<file path="src/rtl/prpe_pkg.sv">
// ----------------------------------------------------------------------------
// prpe_pkg
// Shared types and constants for the page replacement policy engine.
// ----------------------------------------------------------------------------
package prpe_pkg;

	// Page id width fixed by the reference stream format
	localparam int PAGE_W = 8;

	// Policy codes
	localparam logic [2:0] MODE_FIFO     = 3'd0;
	localparam logic [2:0] MODE_LRU      = 3'd1;
	localparam logic [2:0] MODE_LFU      = 3'd2;
	localparam logic [2:0] MODE_MFU      = 3'd3;
	localparam logic [2:0] MODE_LFU_LRU  = 3'd4;
	localparam logic [2:0] MODE_MFU_LRU  = 3'd5;

	// Register indexes (word address bit)
	localparam logic REG_POLICY_MODE   = 1'b0;
	localparam logic REG_FRAMES_IN_USE = 1'b1;

	// Register reset values
	localparam logic [2:0] POLICY_MODE_RST   = MODE_FIFO;
	localparam logic [3:0] FRAMES_IN_USE_RST = 4'd8;

	// Sequencer states
	typedef enum logic [2:0] {
		ST_IDLE,
		ST_SEARCH,
		ST_DECIDE,
		ST_SCAN_RD,
		ST_SCAN,
		ST_EVICT,
		ST_CNT_RD,
		ST_CNT_WR
	} state_t;

	// Frame list update command
	typedef struct packed {
		logic              shift;
		logic [PAGE_W-1:0] page;
	} frm_cmd_t;

	// Counter store command
	typedef struct packed {
		logic clear_all;
		logic wr_en;
	} cnt_cmd_t;

endpackage

</file>
<file path="src/rtl/prpe_cnt_mem.sv">
// ----------------------------------------------------------------------------
// prpe_cnt_mem
// Per-page reference counters: one write and one registered read port,
// with a valid bit per entry so a run clear drops every entry at once.
// ----------------------------------------------------------------------------
module prpe_cnt_mem #(
	parameter int PAGE_IDS   = 256,
	parameter int COUNT_BITS = 16,
	parameter int AW         = 8
) (
	input  logic                  clk,
	input  logic                  arst_n,
	input  prpe_pkg::cnt_cmd_t    cmd,
	input  logic [AW-1:0]         rd_addr,
	input  logic [AW-1:0]         wr_addr,
	input  logic [COUNT_BITS-1:0] wr_data,
	output logic [COUNT_BITS-1:0] rd_data
);

	logic [COUNT_BITS-1:0] mem [PAGE_IDS];
	logic [PAGE_IDS-1:0]   valid_q;
	logic [COUNT_BITS-1:0] rd_q;
	logic                  rd_vld_q;

	// Store the counter
	always_ff @(posedge clk) begin
		if (cmd.wr_en) begin
			mem[wr_addr] <= wr_data;
		end
		rd_q <= mem[rd_addr];
	end

	// Track written entries; a clear drops them all at once
	always_ff @(posedge clk or negedge arst_n) begin
		if (!arst_n) begin
			valid_q  <= '0;
			rd_vld_q <= 1'b0;
		end else begin
			rd_vld_q <= valid_q[rd_addr];
			if (cmd.clear_all) begin
				valid_q <= '0;
			end else if (cmd.wr_en) begin
				valid_q[wr_addr] <= 1'b1;
			end
		end
	end

	// Entries not written since the clear read as zero
	assign rd_data = rd_vld_q ? rd_q : '0;

endmodule

</file>
<file path="config.mk">
export PLATFORM = sky130hd
export DESIGN_NAME = prpe_cnt_mem
export DESIGN_NICKNAME = d
export VERILOG_FILES = /design/src/rtl/prpe_pkg.sv /design/src/rtl/prpe_cnt_mem.sv
export SDC_FILE = /design/constraint.sdc
export NUM_CORES = 2
export LEC_CHECK = 0
export BUFFER_PORTS_ARGS = -buffer_cell sky130_fd_sc_hd__buf_2
export CAP_MARGIN = 5
export CORE_MARGIN = 10
export CORE_UTILIZATION = 55
export DETAILED_ROUTE_END_ITERATION = 8
export PLACE_DENSITY = 0.7
export SLEW_MARGIN = 15
export SYNTH_ARGS = -nofsm -noshare
export SYNTH_HDL_FRONTEND = slang
export SYNTH_SLANG_ARGS = --single-unit
</file>
<file path="constraint.sdc">
create_clock -name clk -period 5.22 [get_ports clk]
set_input_delay 0.522 -clock clk [delete_from_list [all_inputs] [get_ports clk]]
set_output_delay 0.522 -clock clk [all_outputs]
set_load 0.05 [all_outputs]
</file>
---- Word level (Yosys, flattened, before mapping) ----
Memory sizes are Yosys's and may differ from the RTL's. A register that Yosys moved wholly into a read port is not among the register bits.
Index checks and enable logic that the tools add are counted.
word-level totals
  flip-flop bits (word level) ............. 257
  latch bits .............................. 0
  memory bits (writable) .................. 4096
  bits in read-only memories .............. 0
  bits of input ports ..................... 36
  output and inout port bits .............. 16
  word-level logic and storage cells ...... 18
  memories ................................ 1
memory list
  memory  words  width  read ports  clocked after memory_dff  write ports  RTL line            RTL
  mem     256    16     1           1                         1            prpe_cnt_mem.sv:20  logic [COUNT_BITS-1:0] mem [PAGE_IDS];
cells by class
  add/sub/neg operators ................... 0
  multipliers ............................. 0
  divide/modulo/power cells ............... 0
  order comparisons ....................... 3
  equal/unequal tests ..................... 0
  shift-type cells ........................ 0
  muxes and demuxes ....................... 9
  bitwise gates (word level) .............. 1
  reduce and logical (&&, ||, !) cells .... 2
operators by type and width
  operator                                                                              count
  256-bit 2-to-1 mux                                                                    2
  256-bit OR                                                                            1
  8-bit by 9-bit less-than comparator with 1-bit output (second input constant)         2
  16-bit 2-to-1 mux                                                                     1
  1-bit binary-select mux with 8-bit select                                             1
  1-bit demux with 8-bit select                                                         1
  8-bit by 1-bit greater-or-equal comparator with 1-bit output (second input constant)  1
  1-bit 2-to-1 mux                                                                      4
  2-bit nonzero test                                                                    1
  1-bit logical AND                                                                     1

---- Longest topological paths before layout ----
  depth after elaboration ................. 7
  gate-level depth with buffers ........... 12
  mapped depth without buffers ............ 7

---- Worst setup path after synthesis ----
Ideal clock, no wire load.
  path type ............................... input -> register
  start ................................... input port wr_addr[1]
  end ..................................... memory mem[238][0], enable pin
  library setup time ...................... 390 ps
  arrival time ............................ 2329 ps
  required time ........................... 4830 ps
  setup slack ............................. 2501 ps
  stages on the path ...................... 6
  path buffers ............................ 3
  cell sequence ........................... clkbuf_1 -> nor2b_1 -> clkbuf_1 -> nand4_1 -> clkbuf_1 -> nor2_1
RTL lines
  element             RTL line            RTL
  start: declaration  prpe_cnt_mem.sv:15  input logic [AW-1:0] wr_addr,
  end: declaration    prpe_cnt_mem.sv:20
No word-level cell before the write port.

==> impl_results.md <==
- Non-Filler Cell Area, Final: 0.190 sq mm
- Pin count of the biggest net entering global routing: 169
- Max IR drop VDD: 0.325 mV
- Final Routed Wirelength: 454 mm
- Postcts setup bufs: 0
- Violated checks: hold timing
- Fillers: 20,500
- Worst path most repeated cell: buf_12
- Final worst path period share: 0.752
- Row Count: 203
- Arrival time at the worst endpoint: 4690 ps
- H-tree Lvls: 5
- P&R area growth vs syn: 12.6%
- Highest clock rate: 0.255 GHz
- Setup crit start kind: input pin
- Fin Hold WS: -34.3 ps
- Post-CTS Resized: 0
- Final setup skew: 73.4 ps
- Critical R2R Capture: rd_vld_q$_DFF_PN0_
- Cell count of the worst reg-to-reg path: 6
- Post-Syn Area: 0.169 sq mm
- Synth async-reset ratio: 0.0588
- Internal: 57,200 uW
- Post-synth top area cell: edfxtp_1
- Outcome: finished, violations left
- Seq pwr share: 0.526
- ANT nets after route: 0
- Vias: 88,200
- Number of antenna violations at the first check in global routing: 25
- Die X: 574 um
- Final core occ: 0.622
- Clock transition at path regs: 60 ps
- Initial Util: 0.552
- Worst r2r src: valid_q[58]$_DFFE_PN0P_
- Post-synth top area share: 0.728
- Worst setup startpoint: rd_addr[0]
- Combinational power share: 0.051
- Setup ws final: 1290 ps
- Worst rel slew slack: 0.152
- Vias in the first global route: 86,100
- RSZ-0062 raised after global routing: no
- Share of cells above drive strength 1: 0.244
- Clock buffer depth: 4
- Flop-to-flop setup slack: 1840 ps
- TritonRoute pass-1 iters: 8
- # clock sinks: 4,369
- Slowest CP cell: nor3_1
- Post-synth top cells: edfxtp_1 (4,096), mux4_2 (866), nor2_1 (753), mux2i_1 (529)
- Yosys reg bits: 4,369
- Final hold vios: 10
- Global route total overflow: 0
- Setup WS pre-CTS: 425 ps
- CP peak stage delay: 1090 ps
- DR WL/cell: 34.7 um
- Register area share after synthesis: 0.768
- Min-delay worst type: in -> reg
- CP Max Fanout: 52
- Initial DRC count: 13,100
- Synth cell types: 58
- Via/cell ratio: 6.73
- Setup_tns: 0 ps
- EDFF count, synth: 4,096
- DRC Markers: 0
- Clock Power Share: 0.423
- Leading cell type by number of instances after synthesis: edfxtp_1
- First-pass GRT wire length: 649 mm
- TritonCTS clock tree: done
- Critical path type: in -> reg
- Syn_area_per_cell: 20.6 sq um
- Worst-Skew Late Latency: 990 ps
- Clk root buf: clkbuf_16
- Leakage: 0.0619 uW
- Post-layout min period: 3930 ps
- Top cells by area, synth: edfxtp_1 (73%), mux4_2 (12%), dfrtp_1 (3.8%), mux2i_1 (3.1%), nor2_1 (1.7%)
- Synth warnings: 0
- Crit. End Element: flip-flop
- Die Area: 0.330 sq mm
- Maxcap violations: 0
- Worst-Margin Slew: 1270 ps
- Crit path capture: rd_q[10]$_DFF_P_
- Final Max Tran Viols: 0
- Core area: 0.306 sq mm
- HPWL Detailed: 271 mm
- Synth Instances: 8,181
- Num ports: 52
- Critical Path, Cell by Cell: buf_12 -> buf_4 -> buf_12 -> mux4_2 -> a221oi_1 -> o21ai_0 -> nor3_1 -> nor4_1
- Setup Viol. Count Final: 0
- Chip Height: 574 um
- Placed Area: 0.176 sq mm
- Num CTS Buffers: 428
- PwrDens: 384 mW/mm^2
- CP required: 5990 ps
- Sw frac: 0.217
- Psw: 15,900 uW
- Total GRT Usage: 0.271
- Synth Flop Type: edfxtp_1
- Nets: 8,654
- Synth Net Count: 8,217
- Routability Congestion: 0.929
- Port Buf Inserts: 51
registers in the layout, summed over array words and instances (netlist names):
name      count
rd_vld_q      1
rd_q         16
mem        4096
valid_q     256
timing repair:
action	in CTS	in global routing
hold buffers	3	0
endpoints found under the hold margin	96	0
endpoints found under the setup margin	0	0
through the flow:
step                hold WS, ps  cells  power (uW)
floorplan                   226   8181       41100
global placement            471  12300       42800
detailed placement          484  12300       42900
CTS                        15.1  13100       73300
global route               6.83  13100       75000
finish                    -34.3  13100       73100
power groups by stage:
stage               Clock, uW  Combinational [uW]  Sequential (uW)
floorplan                   0                1940            39200
global placement            0                3620            39200
detailed placement          0                3690            39200
CTS                     31200                3710            38400
global route            32700                3880            38400
finish                  30900                3740            38400
routing by layer:
metal  up-vias  routed length (um)  GRT usage
li1      34900                   -          -
met1     46500              169000      0.387
met2      5874              208000      0.407
met3       945               57300     0.0726
met4        16               19400     0.0994
met5         -                 115          0
placed cells by master, fill, tap and decap left out, types with 41 or more instances in the layout:
master,synthesis,layout
nor2_2,0,85
buf_4,38,398
o21ai_0,65,62
clkbuf_1,235,94
mux4_2,866,866
o221ai_1,257,257
a21oi_1,148,148
buf_12,8,58
clkinv_2,0,79
nor3_1,75,73
o22ai_1,121,121
a221oi_1,71,71
nor2_1,753,643
nand2_1,50,50
dfrtp_1,257,257
clkbuf_16,0,428
clkbuf_8,0,41
clkinv_1,0,61
a22o_1,52,52
edfxtp_1,4096,4096
mux2i_1,529,529
a22oi_1,71,71
worst max-delay path, delay by kind of cell:
family                 cells  cell delay (ps)
muxes                      1              590
buffers and inverters      3             1190
AOI/OAI and AO/OA          2              900
and+or+nand+nor            2             1300
layout make-up:
type	count	area, sq um	area share
antenna	13	32.5	0.000171
clock buffer	563	11600	0.0611
clock inverter	236	2590	0.0136
inverter	4	27.5	0.000145
multi-input combinational	3307	36500	0.192
sequential	4369	130000	0.682
tap	4100	5130	0.0270
timing repair buffer	508	4630	0.0243
worst min path at each step:
stage,slack [ps],endpoint,start,depth (start not counted)
2_1_floorplan,230,rd_vld_q$_DFF_PN0_,arst_n,0
3_3_place_gp,470,valid_q[11]$_DFFE_PN0P_,valid_q[11]$_DFFE_PN0P_,2
3_5_place_dp,480,valid_q[42]$_DFFE_PN0P_,valid_q[42]$_DFFE_PN0P_,2
4_1_cts,20,valid_q[4]$_DFFE_PN0P_,cmd[1],2
5_1_grt,7,valid_q[4]$_DFFE_PN0P_,cmd[1],2
6_report,-30,valid_q[4]$_DFFE_PN0P_,cmd[1],2
cell families (layout without fill, tap and decap cells):
| family | after synthesis | in the layout | synth area share |
|---|---|---|---|
| AO/OA/AOI/OAI | 850 | 850 | 0.0372 |
| multiplexers | 1415 | 1415 | 0.149 |
| AND/OR/NAND/NOR | 1042 | 1042 | 0.0261 |
| buffers and inverters | 505 | 1311 | 0.0191 |
| flip-flops | 4369 | 4369 | 0.768 |
| other | 0 | 13 | 0 |
Note: power is estimated with default switching activity, not from simulation.
