## src/rtl/prpe_pkg.sv

```systemverilog
// ----------------------------------------------------------------------------
// prpe_pkg
// Shared types and constants for the page replacement policy engine.
// ----------------------------------------------------------------------------
package prpe_pkg;

	// Page id width fixed by the reference stream format
	localparam int PAGE_W = 8;

	// Policy codes
	localparam logic [2:0] MODE_FIFO     = 3'd0;
	localparam logic [2:0] MODE_LRU      = 3'd1;
	localparam logic [2:0] MODE_LFU      = 3'd2;
	localparam logic [2:0] MODE_MFU      = 3'd3;
	localparam logic [2:0] MODE_LFU_LRU  = 3'd4;
	localparam logic [2:0] MODE_MFU_LRU  = 3'd5;

	// Register indexes (word address bit)
	localparam logic REG_POLICY_MODE   = 1'b0;
	localparam logic REG_FRAMES_IN_USE = 1'b1;

	// Register reset values
	localparam logic [2:0] POLICY_MODE_RST   = MODE_FIFO;
	localparam logic [3:0] FRAMES_IN_USE_RST = 4'd8;

	// Sequencer states
	typedef enum logic [2:0] {
		ST_IDLE,
		ST_SEARCH,
		ST_DECIDE,
		ST_SCAN_RD,
		ST_SCAN,
		ST_EVICT,
		ST_CNT_RD,
		ST_CNT_WR
	} state_t;

	// Frame list update command
	typedef struct packed {
		logic              shift;
		logic [PAGE_W-1:0] page;
	} frm_cmd_t;

	// Counter store command
	typedef struct packed {
		logic clear_all;
		logic wr_en;
	} cnt_cmd_t;

endpackage

```

## src/rtl/prpe_frames.sv

```systemverilog
// ----------------------------------------------------------------------------
// prpe_frames
// Ordered frame list, newest at position 0, with one read port and a
// remove-and-push-front update.
// ----------------------------------------------------------------------------
module prpe_frames #(
	parameter int MAX_FRAMES = 8,
	parameter int IW         = 3
) (
	input  logic                           clk,
	input  prpe_pkg::frm_cmd_t             cmd,
	input  logic [IW-1:0]                  pos,
	input  logic [IW-1:0]                  rd_idx,
	output logic [prpe_pkg::PAGE_W-1:0]    rd_page
);

	logic [prpe_pkg::PAGE_W-1:0] fl_q [MAX_FRAMES];

	// Remove entry at pos, slide the ones in front of it back, push page in
	always_ff @(posedge clk) begin
		if (cmd.shift) begin
			fl_q[0] <= cmd.page;
			for (int k = 1; k < MAX_FRAMES; k++) begin
				if (IW'(k) <= pos) begin
					fl_q[k] <= fl_q[k-1];
				end
			end
		end
	end

	assign rd_page = fl_q[rd_idx];

endmodule

```

## config.mk

```make
export PLATFORM = sky130hd
export DESIGN_NAME = prpe_frames
export DESIGN_NICKNAME = d
export VERILOG_FILES = /design/src/rtl/prpe_pkg.sv /design/src/rtl/prpe_frames.sv
export SDC_FILE = /design/constraint.sdc
export NUM_CORES = 1
export LEC_CHECK = 0
export ABC_AREA = 0
export BUFFER_PORTS_ARGS = -buffer_cell sky130_fd_sc_hd__clkbuf_2
export CORE_UTILIZATION = 57
export DETAILED_ROUTE_END_ITERATION = 8
export GPL_TIMING_DRIVEN = 0
export PLACE_DENSITY = 0.82
export SYNTH_ARGS = -nofsm -noshare
export SYNTH_HDL_FRONTEND = slang
export SYNTH_SLANG_ARGS = --single-unit
export TNS_END_PERCENT = 5
```

## constraint.sdc

```tcl
create_clock -name clk -period 1.5 [get_ports clk]
set_input_delay 0.075 -clock clk [delete_from_list [all_inputs] [get_ports clk]]
set_output_delay 0.075 -clock clk [all_outputs]
set_load 0.005 [all_outputs]
```

# == Yosys cells after proc, flatten, opt, wreduce, memory -nomap -nowiden ==
# Memories as Yosys holds them, arrays and structs flattened.
# Cells that the tools add are included.
# word_totals
n_memories,1
word_cells,31
out_inout_bits,8
mem_bits_rw,64
reg_bits,0
# mem_list
name,depth,width,rd,rd_ports_with_merged_regs,write_ports,line_no,rtl
fl_q,8,8,8,0,8,prpe_frames.sv:17,logic [prpe_pkg::PAGE_W-1:0] fl_q [MAX_FRAMES];
# op_classes
n_mux,23
order_cmp,7
# ops
operator,count
1-bit 2-to-1 mux,23
3-bit <= comparator (first input constant),4
2-bit by 3-bit <= comparator with 1-bit output (first input constant),2
1-bit by 3-bit <= comparator with 1-bit output (first input constant),1

# == Logic depth before layout (Yosys ltp) ==
# Gate-level depths: netlist of the first run.
# logic_depth
ltp_word,4
ltp_mapped,4

# == Least setup slack after synthesis of the first run ==
# No wires, ideal clock.
# synth_timing
path_kind,input -> output
from,in rd_idx[0]
to,out rd_page[1] (netlist bit)
t_arrival_ns,1.117
slack_ns,0.308
n_path_buf,2
cell_stages,4
cell_sequence,buf_6 > buf_12 > mux4_1 > mux2_2
# synth_via
elab_chain_len,1
# synth_rtl
item,line_no,rtl
"start, declared",prpe_frames.sv:13,"input logic [IW-1:0] rd_idx,"
memory read 8 x 8 bit,--,
"end, declared",prpe_frames.sv:14,output logic [prpe_pkg::PAGE_W-1:0] rd_page
# Every way passes these cells.

==> metrics, run 1 <==
status=complete, but fails checks; violated checks=negative setup slack; FF+latch count, synth=64; Clk Latency, worst-skew pair=0.32 ns; Post-DRT Antenna Nets=0; largest net degree at the start of global routing=13; Tcrit/Tclk final=1.13; Slowest-stage cell, CP=mux4_2; via count=1221; Critical Path RT=1.42 ns; Seq/Total Area, Yosys=0.762; clock buffer count from CTS=9; setup TNS=-1.20 ns; max reg flops=64; pwr dens=between 1000 and 1500 nW/um^2; Regs by FF count=fl_q x64; placed cell area=between 2000 and 3000 um^2; CTS Root Cell=clkbuf_8; Slew Limit Fails=0; fraction of layout cells with a size suffix above 1=0.459; total gr overflow=0; wire per inst=21.4 um; clock buffer depth=2; Top delay family on crit path=multiplexers; Max Fanout on Critical Path=2; Worst Setup Path Type=flop to output pin; CP startpoint kind=flop; width of the die=68.5 um; Yosys top cell area share=0.762; DP HPWL=2.63 mm; RSZ-0062 raised after global routing=yes; Pwr Total=3.71 mW; Yosys warnings=0; DRT Wirelength=around 4.4 mm; initial antenna violation count=0; Core Region=about 4000 um^2; crit-path cells=mux4_2 > mux2_4 > clkbuf_2; most common cell in the synthesized netlist=edfxtp_1; I/O Buffers=20; average size of a mapped cell=between 20 and 30 um^2; # IOs=24; die area=4690 um^2; Final Core Density=0.726; Distinct cells, synth=13; Hold WC Path Type=input pin to flop; max_cap viols=0; gr busiest metal=met2; Nets=168; number of DRC markers in iteration 0=100; Remaining DRCs=0; CTS tree=yes; Rel. slew slack=0.634; Clock Sinks=64; EDFF count, synth=64; clock slew at reported path FFs=~0.060 ns; ant diodes=0; total track usage=0.223; Hold Violations, Final=0; via/cell ratio=5.90; most flop-heavy register=fl_q; VDD IR-drop max=0.906 mV; Fmax=between 500 and 600 MHz; leading cell types by count after synthesis=64 x edfxtp_1, 15 x mux4_1, 8 x mux2_2, 3 x o21a_1, 2 x and2_1; starting density of the core=0.613; GRT met2 Usage=0.349; H-tree levels=3; crit path time final=1.69 ns; clk_skew=0.00636 ns; Critical Path Max Stage Delay=0.48 ns; first-pass GRT wire length=6.55 mm; CP arrival=1.61 ns; DP Worst Slack=-0.324 ns; cell count after synthesis=100; Post-synth ARST share=0; dpl cells=170; Slew @ Worst Pin=0.549 ns; setup ws final=-0.189 ns; Hold WS=between 0.2 and 0.25 ns; ys flop type=edfxtp_1; final instance count without filler cells=between 200 and 250; Final setup viols=8; Pre-antenna DRT Iters=4; crit end category=output pin; largest cells by area after synthesis=edfxtp_1 76%, mux4_1 16%, mux2_2 3.6%; GPL Wtd Cong=roughly 0.73; met1 Use GR=0.280; number of global-route vias before repair=approximately 1200; fin area=2990 um^2; Leak=1.05 nW; # rows=23; largest area contributor in the netlist=edfxtp_1; area grow syn2layout=18.5%; synthesized area=2520 um^2; WP buf/inv=1; Net Count, Synth=around 120; die height=~70 um; met3 usage=0.0740
==> logic make-up after synthesis <==
| logic type | after synthesis | share of synthesized area |
|---|---|---|
| compound gates | 4 | 0.0124 |
| buf+inv | 5 | 0.0174 |
| flops | 64 | 0.762 |
| mux | 24 | 0.201 |
| simple gates | 3 | 0.00744 |
==> per-layer routing <==
layer	share of wire	routed length [um]
met2	0.51	2270
met5	0	0
met4	0.017	76
met1	0.39	1750
met3	0.076	338
==> placed cells by master, fill, tap and decap left out, types with 2 or more instances in the layout <==
| master | n |
|---|---|
| buf_4 | 13 |
| mux2_2 | 7 |
| clkbuf_8 | 9 |
| edfxtp_1 | 64 |
| dlygate4sd3_1 | 8 |
| clkinv_1 | 4 |
| clkbuf_1 | 2 |
| clkbuf_2 | 20 |
| mux4_2 | 16 |
| o21a_1 | 3 |
==> timing repair <==
item / in CTS / in global routing
resized for setup: 16 / 1
hold endpoints to repair: 8 / 0
setup buffers: 9 / 4
endpoints found under the setup margin: 8 / 10
hold buffers: 8 / 0
==> where the power goes <==
group,switching (mW),leakage [nW],internal [mW]
logic,0.123,0.359,0.164
clock network,0.580,0.0902,0.742
registers,0.0399,0.603,2.07
total,0.743,1.05,2.97
==> worst paths after layout <==
kind	start	end	slack, ns	cells after the start
worst max-delay path	fl_q[0][4]$_DFFE_PP_	rd_page[4]	-0.19	3
worst min-delay path	cmd[8]	fl_q[0][3]$_DFFE_PP_	0.21	1
worst max register to register	fl_q[0][4]$_DFFE_PP_	fl_q[1][4]$_DFFE_PP_	0.58	2
worst min register to register	fl_q[6][7]$_DFFE_PP_	fl_q[7][7]$_DFFE_PP_	0.45	0
==> worst reg2reg max path: stages (launching register included) <==
cell and delay (ns):
edfxtp_1 0.41, buf_4 0.16, buf_4 0.12
==> area by class of cell <==
type	instances	area [um^2]
Sequential cell	64	1920
Timing Repair Buffer	41	278
Buffer	5	43.8
Tap cell	50	62.6
Fill cell	241	1130
Clock inverter	6	50.0
Multi-Input combinational cell	31	505
Clock buffer	10	128
No activity file was read; power rests on OpenSTA's default activity.
==> inputs of run 2 (changes only) <==
- CELL_PAD_IN_SITES_DETAIL_PLACEMENT: not set -> 2
- CELL_PAD_IN_SITES_GLOBAL_PLACEMENT: not set -> 2
- CORE_ASPECT_RATIO: not set -> 1.5
- CORE_UTILIZATION: 57 -> 46
- MAX_ROUTING_LAYER: not set -> met4
==> metrics, run 2 (synthesis gave the netlist of run 1 again) <==
max_cap viols=0 (unchanged); Hold WC Path Type=input pin to flop; clk_skew=0.0103 ns (+0.00394 ns); max reg flops=64 (unchanged); Hold Violations, Final=0 (unchanged); fraction of layout cells with a size suffix above 1=0.477 (+0.0179); via count=1235 (+1.1%); crit path time final=1.72 ns (+0.0354 ns); largest net degree at the start of global routing=13 (unchanged); starting density of the core=0.485 (-0.128); area grow syn2layout=20.1%; DRT Wirelength=5.83 mm (+32%); die height=92.7 um (+35%); Slew Limit Fails=0 (unchanged); Regs by FF count=fl_q x64; Worst Setup Path Type=flop to output pin; number of global-route vias before repair=1413 (+14%); commonest cells after routing, fill and taps aside=64 x edfxtp_1, 21 x clkbuf_2, 15 x mux4_2, 9 x clkbuf_8, 8 x dlygate4sd3_1; Final setup viols=8 (unchanged); CTS Root Cell=clkbuf_8; Tcrit/Tclk final=1.15 (+0.0236); die area=5790 um^2 (+23%); via/cell ratio=5.69 (-3.5%); wire per inst=26.9 um (+26%); met3 usage=0.0579 (-0.0161); # IOs=24 (unchanged); Post-DRT Antenna Nets=0 (unchanged); Max Fanout on Critical Path=2 (unchanged); crit-path cells=mux4_2 > mux2_2 > clkbuf_2; # rows=32 (+39%); clock slew at reported path FFs=0.08 ns (+0.02 ns); CP startpoint kind=flop; met1 Use GR=0.277 (-0.00285); total gr overflow=0 (unchanged); Clk Latency, worst-skew pair=0.35 ns (+0.03 ns); WP buf/inv=1 (unchanged); CTS tree=yes; DP HPWL=3.66 mm (+39%); Slew @ Worst Pin=0.585 ns (+0.0361 ns); initial antenna violation count=0 (unchanged); setup ws final=-0.225 ns (-0.0354 ns); Clock Sinks=64 (unchanged); status=complete, but fails checks; Slowest-stage cell, CP=mux4_2; CP arrival=1.65 ns (+0.04 ns); pwr dens=1380 nW/um^2 (+11%); most flop-heavy register=fl_q; ant diodes=0 (unchanged); Remaining DRCs=0 (unchanged); Hold WS=0.174 ns (-0.0392 ns); Leak=1.05 nW (+0.13%); number of DRC markers in iteration 0=101 (+1.0%); H-tree levels=3 (unchanged); Nets=160 (-4.8%); violated checks=negative setup slack; clock buffer depth=2 (unchanged); I/O Buffers=20 (unchanged); GPL Wtd Cong=0.707 (-2.9%); most common cell after layout, fill and taps aside=edfxtp_1; GRT met2 Usage=0.391 (+0.0420); Critical Path RT=1.42 ns (about the same); Pre-antenna DRT Iters=4 (unchanged); Rel. slew slack=0.610 (-0.0241); RSZ-0062 raised after global routing=yes; Top delay family on crit path=multiplexers; Critical Path Max Stage Delay=0.49 ns (about the same); gr busiest metal=met2; width of the die=62.5 um (-8.8%); Fmax=580 MHz (-2.1%); Core Region=5200 um^2 (+26%); first-pass GRT wire length=8.85 mm (+35%); clock buffer count from CTS=9 (unchanged); total track usage=0.237 (+0.0143); setup TNS=-1.63 ns (-0.427 ns); crit end category=output pin; VDD IR-drop max=0.861 mV (-4.9%)
-- run 2: cell types whose count changed in the layout (fill, tap and decap cells not counted), sizes merged --
cell / before / now
clkinv: 5 / 2
buf: 17 / 9
clkbuf: 31 / 30
inv: 0 / 1
bufinv: 1 / 3
clkinvlp: 0 / 1
-- run 2: worst paths after layout --
check,to,slack (ns),cells after the start,from
max,rd_page[4],-0.22,3,fl_q[4][4]$_DFFE_PP_
min,fl_q[0][3]$_DFFE_PP_,0.17,1,cmd[8]
max reg2reg,fl_q[5][0]$_DFFE_PP_,0.70,1,fl_q[4][0]$_DFFE_PP_
min reg2reg,fl_q[4][6]$_DFFE_PP_,0.45,0,fl_q[3][6]$_DFFE_PP_
-- run 2: power by group --
| group | switching (mW) | total, mW | internal (mW) |
|---|---|---|---|
| sequential | 0.0489 | 2.11 | 2.06 |
| clock | 0.690 | 1.80 | 1.11 |
| combinational | 0.132 | 0.285 | 0.153 |
| total | 0.870 | 4.19 | 3.32 |
-- run 2: metal layers --
layer | up-vias | wire, um
li1 | 519 | -
met5 | - | 0
met1 | 674 | 2360
met2 | 34 | 3220
met3 | 8 | 165
met4 | 0 | 85
-- run 2: layout make-up --
| type | instances | area [um^2] |
|---|---|---|
| buffer | 5 | 45.0 |
| timing repair buffer | 33 | 218 |
| tap | 68 | 85.1 |
| multi-input combinational | 31 | 517 |
| sequential | 64 | 1920 |
| fill | 441 | 2180 |
| clock buffer | 9 | 124 |
| clock inverter | 7 | 119 |
-- run 2: stage by stage --
step	area, um^2	std cells	util	power [mW]	setup slack (ns)
floorplan	2520	100	-	2.27	0.308
global placement	2710	188	0.520	2.37	-0.335
detailed placement	2710	188	0.520	2.40	-0.401
CTS	3030	217	0.581	4.22	-0.253
global route	3030	217	0.582	4.31	-0.275
finish	3030	217	0.582	4.19	-0.225
-- run 2: what timing repair did --
| action | 4_1_cts | 5_1_grt |
|---|---|---|
| endpoints found under the setup margin | 24 | 16 |
| hold buffers | 8 | 0 |
| gates resized for setup | 17 | 4 |
| setup buffers | 5 | 0 |
| hold endpoints to repair | 8 | 0 |
