--- src/rtl/prpe_pkg.sv ---
// ----------------------------------------------------------------------------
// prpe_pkg
// Shared types and constants for the page replacement policy engine.
// ----------------------------------------------------------------------------
package prpe_pkg;

	// Page id width fixed by the reference stream format
	localparam int PAGE_W = 8;

	// Policy codes
	localparam logic [2:0] MODE_FIFO     = 3'd0;
	localparam logic [2:0] MODE_LRU      = 3'd1;
	localparam logic [2:0] MODE_LFU      = 3'd2;
	localparam logic [2:0] MODE_MFU      = 3'd3;
	localparam logic [2:0] MODE_LFU_LRU  = 3'd4;
	localparam logic [2:0] MODE_MFU_LRU  = 3'd5;

	// Register indexes (word address bit)
	localparam logic REG_POLICY_MODE   = 1'b0;
	localparam logic REG_FRAMES_IN_USE = 1'b1;

	// Register reset values
	localparam logic [2:0] POLICY_MODE_RST   = MODE_FIFO;
	localparam logic [3:0] FRAMES_IN_USE_RST = 4'd8;

	// Sequencer states
	typedef enum logic [2:0] {
		ST_IDLE,
		ST_SEARCH,
		ST_DECIDE,
		ST_SCAN_RD,
		ST_SCAN,
		ST_EVICT,
		ST_CNT_RD,
		ST_CNT_WR
	} state_t;

	// Frame list update command
	typedef struct packed {
		logic              shift;
		logic [PAGE_W-1:0] page;
	} frm_cmd_t;

	// Counter store command
	typedef struct packed {
		logic clear_all;
		logic wr_en;
	} cnt_cmd_t;

endpackage

--- src/rtl/prpe_regs.sv ---
// ----------------------------------------------------------------------------
// prpe_regs
// APB configuration registers: policy mode and frame limit.
// ----------------------------------------------------------------------------
module prpe_regs (
	input  logic        clk,
	input  logic        arst_n,
	input  logic        psel,
	input  logic        penable,
	input  logic        pwrite,
	input  logic [2:0]  paddr,
	input  logic [31:0] pwdata,
	output logic [31:0] prdata,
	output logic        pready,
	output logic [2:0]  policy_mode,
	output logic [3:0]  frames_in_use
);

	logic [2:0] mode_q;
	logic [3:0] frames_q;
	logic       wr_beat;

	assign pready  = 1'b1;
	assign wr_beat = psel && penable && pwrite;

	// Write on the access beat
	always_ff @(posedge clk or negedge arst_n) begin
		if (!arst_n) begin
			mode_q   <= prpe_pkg::POLICY_MODE_RST;
			frames_q <= prpe_pkg::FRAMES_IN_USE_RST;
		end else if (wr_beat) begin
			unique case (paddr[2])
				prpe_pkg::REG_POLICY_MODE:   mode_q   <= pwdata[2:0];
				prpe_pkg::REG_FRAMES_IN_USE: frames_q <= pwdata[3:0];
				default: ;
			endcase
		end
	end

	// Read back
	always_comb begin
		unique case (paddr[2])
			prpe_pkg::REG_POLICY_MODE:   prdata = {29'd0, mode_q};
			prpe_pkg::REG_FRAMES_IN_USE: prdata = {28'd0, frames_q};
			default:                     prdata = 32'd0;
		endcase
	end

	assign policy_mode   = mode_q;
	assign frames_in_use = frames_q;

endmodule

--- config.mk ---
export PLATFORM = sky130hd
export DESIGN_NAME = prpe_regs
export DESIGN_NICKNAME = d
export VERILOG_FILES = /design/src/rtl/prpe_pkg.sv /design/src/rtl/prpe_regs.sv
export SDC_FILE = /design/constraint.sdc
export NUM_CORES = 1
export LEC_CHECK = 0
export BUFFER_PORTS_ARGS = -buffer_cell sky130_fd_sc_hd__buf_2
export CORE_MARGIN = 1
export CORE_UTILIZATION = 33
export CTS_BUF_LIST = sky130_fd_sc_hd__clkbuf_2
export DETAILED_ROUTE_END_ITERATION = 6
export GPL_TIMING_DRIVEN = 1
export PLACE_DENSITY = 0.84
export SLEW_MARGIN = 25
export SYNTH_ARGS = -nofsm -noshare
export SYNTH_HDL_FRONTEND = slang
export SYNTH_SLANG_ARGS = --single-unit
--- constraint.sdc ---
create_clock -name clk -period 1.3 [get_ports clk]
set_clock_uncertainty 0.1 [all_clocks]
set_input_delay 0.13 -clock clk [delete_from_list [all_inputs] [get_ports clk]]
set_output_delay 0.13 -clock clk [all_outputs]
set_load 0.05 [all_outputs]
After elaboration in Yosys (flattened, before gate mapping)
Cells that the tools add are included.

Add/sub/neg operators: 0. Multipliers: 0. Divide/modulo/power cells: 0. $lt $le $gt $ge: 0. Equal/unequal tests: 0. Shift operators: 0. Muxes and demuxes: 1. Bitwise logic cells: 1. Reductions and logical operators: 4.

Operators by type and width (count): 32-bit one-hot mux with 2 select lines (1); 2-bit AND reduction (2); 1-bit logical AND (2); 1-bit inverter (1).

Bits in registers: 7. Bits in latches: 0. Bits in writable memories: 0. ROM bits: 0. Input bits: 40. Output and inout port bits: 40. Word-level logic and storage cells: 8. Memories: 0.

Depth between registers and ports, before layout
Gate-level depths: netlist of run 1.

Depth after elaboration: 3. Depth in mapped cells: 2. Depth with buffers taken out: 2.

Worst setup path after synthesis of run 1
No wires, ideal clock.

Kind: register -> output. Start point: register frames_q[0] (netlist: frames_in_use[0]). End point: output port prdata[0]. Data arrival time: 1.033 ns. Path slack: 0.037 ns. Cell stages (with the launch flop): 2. Buffers on the path: 0. Cells stage by stage: dfrtp_1 mux2_2.

Longest elaborated chain between the ends: 1.

Ends and longest elaborated chain: start, declared (line prpe_regs.sv:20) `logic [3:0] frames_q;`; start signal, assigned (line prpe_regs.sv:30) `frames_q <= prpe_pkg::FRAMES_IN_USE_RST;`; start signal, assigned (line prpe_regs.sv:34) `prpe_pkg::REG_FRAMES_IN_USE: frames_q <= pwdata[3:0];`; 32-bit one-hot mux with 2 select lines (line prpe_regs.sv:42) `unique case (paddr[2])`; end, declared (line prpe_regs.sv:13) `output logic [31:0] prdata,`.

Every way passes these cells. The select of a mux whose other input is x is not followed.

Worst setup path after layout of run 1
Start point: register frames_q[3] (netlist: frames_in_use[3]). End point: output port prdata[3].

Same word-level chain as after synthesis.

==> results of run 1 <==
power breakdown:
part | switching, uW | internal [uW] | total [uW]
Combinational | 549 | 213 | 762
Sequential | 26.0 | 271 | 297
Clock | 88.6 | 81.8 | 170
Total | 663 | 565 | 1230
sequential cells by signal, summed over array words and instances (netlist names):
signal         count
policy_mode        3
frames_in_use      4
per-layer routing:
layer | part of all wire | track usage
met3 | 0.10 | 0.0681
met2 | 0.55 | 0.185
met1 | 0.32 | 0.110
met5 | 0 | 0
met4 | 0.020 | 0.0545
synthesized netlist by cell type:
master    number
and2_2         1
dfrtp_1        6
mux2_2        10
conb_1         2
dfstp_2        1
buf_4         29
nand4b_4       1
nand4_2        1
layout make-up:
type	instances	area (um^2)
tap	16	20.0
multi-input combinational	42	267
sequential	7	176
clock buffer	4	20.0
fill	169	872
timing repair buffer	27	186
per-stage QoR:
stage	worst slack, ns	util
6_report	0.00162	0.434
5_1_grt	-0.0454	0.434
4_1_cts	-0.0118	0.433
3_5_place_dp	0.185	0.364
3_3_place_gp	0.191	0.364
2_1_floorplan	0.0367	-
worst max-delay path by stage:
stage	startpoint	end	slack (ns)	depth (start not counted)
floorplan	frames_in_use[0]	prdata[0]	0.04	1
global placement	frames_in_use[3]	prdata[3]	0.19	2
detailed placement	frames_in_use[3]	prdata[3]	0.18	2
CTS	policy_mode[0]	prdata[0]	-0.01	2
global route	frames_in_use[0]	prdata[0]	-0.05	2
finish	frames_in_use[3]	prdata[3]	0.002	2
kinds of logic (layout without fill, tap and decap cells):
group,Yosys count,in the layout
buf+inv,29,31
flops,7,7
mux,10,10
other cells,2,29
simple gates,3,3
repair_timing:
action | 4_1_cts | 5_1_grt
gates resized for setup | 10 | 1
hold endpoints to repair | 7 | 0
hold buffers | 1 | 0
buffers inserted | 6 | 0
setup endpoints to repair | 4 | 5
cloned | 0 | 0
==> results.json, run 1 <==
{
  "die_y_um": 43.1,
  "tns_ns": 0,
  "cap_violations": 0,
  "worstHoldStart": "pwdata[3]",
  "path_delay_family": "flip-flops",
  "synth-xor-area-share": 0,
  "coreArea_um2": 1540,
  "placed_area_um2": 562,
  "antenna_found_initial": 0,
  "regToRegSetupSlack_ns": 0.30,
  "synth_warnings": 0,
  "synthTopCellsByArea": "buf_4 (39%), dfrtp_1 (27%), mux2_2 (20%)",
  "p_per_area_nw_per_um2": 1840,
  "vias_per_cell": 3.76,
  "diodes": 0,
  "routed_wl_um": 966,
  "layout-drive-gt1-share": 0.550,
  "routedWlPerCell_um": 10.1,
  "vdd_ir_drop_max_v": 0.000735,
  "critPathRequiredTime_ns": 1.07,
  "vias": 361,
  "synth_top_family_by_area": "buffers and inverters",
  "ant_nets": 0,
  "synth_top_cell_area_share": 0.390,
  "rows": 14,
  "synth-seq-area-share": 0.316,
  "stdcell_count": 96,
  "path_cells": "and2_4, buf_8",
  "reg2reg_to": "frames_in_use[0]",
  "cp-end-kind": "primary output",
  "route.detailed.drc": 0,
  "place.port_buffers": 20,
  "hold_class": "primary input to flop",
  "period_needed_ns": 1.30,
  "io_pins": 80,
  "grt_pass1_vias": 306,
  "cpPeakStageDelay_ns": 0.55,
  "fin_hold_ws_ns": 0.0124,
  "dpl.hpwl_um": 714,
  "total_power_uw": 1230,
  "track_usage": 0.113,
  "arrival_ns": 1.07,
  "clk_path_buf_depth": 2,
  "hold_viol": 0,
  "path_class": "flop to primary output",
  "netlist_instances": 51,
  "routabilityCongestion": 0.692,
  "overflow": 0,
  "layout.nets": 121,
  "synth_compound_gate_area_share": 0,
  "die_width_um": 43.1,
  "grt_pass1_wl_um": 1440,
  "synth_cell_types": 8,
  "slowest_stage": "dfstp_2",
  "ff2ff_path_depth": 2,
  "clkSinkCount": 7,
  "dieArea_um2": 1860,
  "outcome": "finished, final reports clean",
  "cp.buffers_inverters": 1,
  "syn_area_um2": 558,
  "initial_core_util": 0.362,
  "drt_iter0_markers": 0,
  "leakage_uw": 0.000386,
  "final_area_um2": 669,
  "clkTransAtPathRegs_ns": 0.08,
  "rr_startpoint": "frames_in_use[0]",
  "area_delta_synth_final_pct": 20.0,
  "synth_seq_cells": 7,
  "period_share": 0.999,
  "final_cell_mix": "conb_1 (29), buf_2 (15), mux2_2 (10)",
  "fmax_mhz": 770,
  "htreeDepth": 1,
  "synth_top_area_cell": "buf_4",
  "place_inst": 85,
  "cts_tree": "built",
  "setup_viol": 0,
  "cts-root-buf": "clkbuf_2",
  "cp_max_fo": 3,
  "synth.mux.area_fraction": 0.202,
  "crit_path_start_kind": "flop",
  "min_path_cells": 2,
  "dr.pass1.iters": 1,
  "hold_end": "frames_in_use[3]",
  "synth_area_per_cell_um2": 10.9,
  "synthSimpleGateAreaFrac": 0.0785,
  "grt_start_max_net_pins": 8,
  "drv_slew": 0,
  "synthAdderAreaFrac": 0,
  "numCtsBuffers": 3,
  "mostFrequentLayoutCell": "conb_1",
  "clkLatencyLatePin_ns": 0.24,
  "rsz0062_at_grt": "yes"
}
(Power assumes the default switching activity.)
==> run 2, diff against run 1 <==
--- a/config.mk
+++ b/config.mk
@@ -6,12 +6,14 @@
 export NUM_CORES = 1
 export LEC_CHECK = 0
 export BUFFER_PORTS_ARGS = -buffer_cell sky130_fd_sc_hd__buf_2
+export CELL_PAD_IN_SITES_DETAIL_PLACEMENT = 2
+export CELL_PAD_IN_SITES_GLOBAL_PLACEMENT = 2
 export CORE_MARGIN = 1
-export CORE_UTILIZATION = 33
+export CORE_UTILIZATION = 15
 export CTS_BUF_LIST = sky130_fd_sc_hd__clkbuf_2
 export DETAILED_ROUTE_END_ITERATION = 6
 export GPL_TIMING_DRIVEN = 1
-export PLACE_DENSITY = 0.84
+export PLACE_DENSITY = 0.83
 export SLEW_MARGIN = 25
 export SYNTH_ARGS = -nofsm -noshare
 export SYNTH_HDL_FRONTEND = slang
==> run 2 against run 1 <==
The flow now finishes with violations (setup timing). Setup slack got worse by 0.0047 ns. Sequential share of layout area fell by 1.8 points. Design area rose by 7.5%. Utilization fell by 23 points. Total power rose by 2.6%. Register-to-register slack barely moved. Worst hold slack improved by 0.022 ns. Global-route usage fell by 4.6 points. Combinational power rose by 3.8%. Critical endpoint is now prdata[1].
==> results.json, run 2 (synthesis results as in run 1) <==
{
  "total_power_uw": 1260,
  "largest_reg_flops": 4,
  "clk_path_buf_depth": 2,
  "rsz0062_at_grt": "yes",
  "io_pins": 80,
  "crit_path_start_kind": "flop",
  "final_cell_mix": "conb_1 (29), buf_2 (16), mux2_2 (7)",
  "hold_viol": 0,
  "path_delay_family": "flip-flops",
  "outcome": "complete, but fails checks",
  "grt_pass1_wl_um": 1840,
  "period_share": 1.00,
  "dpl.hpwl_um": 928,
  "cp-startpoint": "policy_mode[1]",
  "route.detailed.drc": 0,
  "routedWlPerCell_um": 9.85,
  "p_per_area_nw_per_um2": 1750,
  "die_width_um": 63.0,
  "arrival_ns": 1.07,
  "htreeDepth": 1,
  "clkTransAtPathRegs_ns": 0.08,
  "leakage_uw": 0.000397,
  "netSwitchingPower_uw": 675,
  "antenna_found_initial": 0,
  "layout.nets": 120,
  "critPathRequiredTime_ns": 1.07,
  "drv_slew": 0,
  "tns_ns": -0.00308,
  "fmax_mhz": 767,
  "path_class": "flop to primary output",
  "rows": 21,
  "vdd_ir_drop_max_v": 0.000189,
  "setup_viol": 1,
  "diodes": 0,
  "final_area_um2": 719,
  "p_clk_frac": 0.134,
  "cts_tree": "built",
  "p_int_uw": 586,
  "path_cells": "mux2_4, buf_8",
  "track_usage": 0.0668,
  "cpPeakStageDelay_ns": 0.39,
  "vias": 370,
  "worstHoldStart": "pwdata[1]",
  "power_switching_share": 0.535,
  "cp_max_fo": 2,
  "setup_slack_ns": -0.00308,
  "mostFrequentLayoutCell": "conb_1",
  "dr.pass1.iters": 2,
  "ant_nets": 0,
  "rr_startpoint": "policy_mode[1]",
  "coreArea_um2": 3440,
  "clkLatencyLatePin_ns": 0.24,
  "dieArea_um2": 3970,
  "hold_class": "primary input to flop",
  "grt_start_max_net_pins": 8,
  "period_needed_ns": 1.30,
  "place.port_buffers": 20,
  "cp-end-kind": "primary output",
  "cap_violations": 0,
  "die_y_um": 63.0,
  "grt_pass1_vias": 367,
  "cts-root-buf": "clkbuf_2",
  "overflow": 0,
  "drt_iter0_markers": 6,
  "initial_core_util": 0.162,
  "routed_wl_um": 1230,
  "layout-drive-gt1-share": 0.544,
  "fin_hold_ws_ns": 0.0345,
  "vias_per_cell": 2.96,
  "numCtsBuffers": 3,
  "p_comb_frac": 0.627,
  "clkSinkCount": 7,
  "violations": "setup timing",
  "cp.buffers_inverters": 1,
  "slowest_stage": "dfrtp_1",
  "seqPwrFrac": 0.239,
  "placed_area_um2": 599,
  "routabilityCongestion": 0.621,
  "area_delta_synth_final_pct": 28.9
}
-- run 2: cell count changes in the layout (fill, tap and decap cells not counted), sizes merged --
cell and change:
clkbuf -1
-- run 2: final timing paths --
path | slack, ns | end | depth (start not counted)
worst max-delay path | -0.003 | prdata[1] | 2
worst min-delay path | 0.03 | policy_mode[1] | 2
worst max register to register | 0.31 | policy_mode[1] | 2
worst min register to register | 0.44 | frames_in_use[0] | 1
max in group asynchronous | 0.71 | frames_in_use[3] | 2
min in group asynchronous | 0.16 | policy_mode[0] | 2
-- run 2: per-layer routing --
metal	track usage	vias up	share of wire
met5	0	-	0
met4	0.0436	0	0.011
met3	0.0365	2	0.11
met2	0.129	27	0.61
met1	0.0482	177	0.27
li1	-	164	-
-- run 2: final cells by class --
cell class / instances / area, um^2
multi-input cells: 42 / 278
repair buffers: 26 / 188
clock buffers: 4 / 20.0
fillers: 414 / 2720
flip-flops and latches: 7 / 176
well taps: 46 / 57.6
-- run 2: what timing repair did --
item,4_1_cts,5_1_grt
resized for setup,12,4
pin swaps,0,0
buffers inserted,5,0
hold buffers,1,0
endpoints found under the hold margin,7,0
endpoints found under the setup margin,4,5
-- run 2: power groups by stage --
stage / clock network (uW) / registers, uW / logic [uW]
2_1_floorplan: 0 / 476 / 426
3_3_place_gp: 0 / 303 / 642
3_5_place_dp: 0 / 310 / 647
4_1_cts: 182 / 297 / 768
5_1_grt: 193 / 306 / 818
6_report: 169 / 302 / 791
-- run 2: per-stage QoR --
stage	setup WS (ns)	util	std cells
after floorplan	0.0367	-	78
after global placement	0.192	0.174	115
after detailed placement	0.176	0.174	115
after CTS	-0.0131	0.205	125
after global routing	-0.0506	0.209	125
final	-0.00308	0.209	125
-- run 2: worst register-to-register path, cell delays in order, from the launching register on --
cell	delay [ns]
dfrtp_1	0.39
buf_4	0.14
mux2_2	0.25
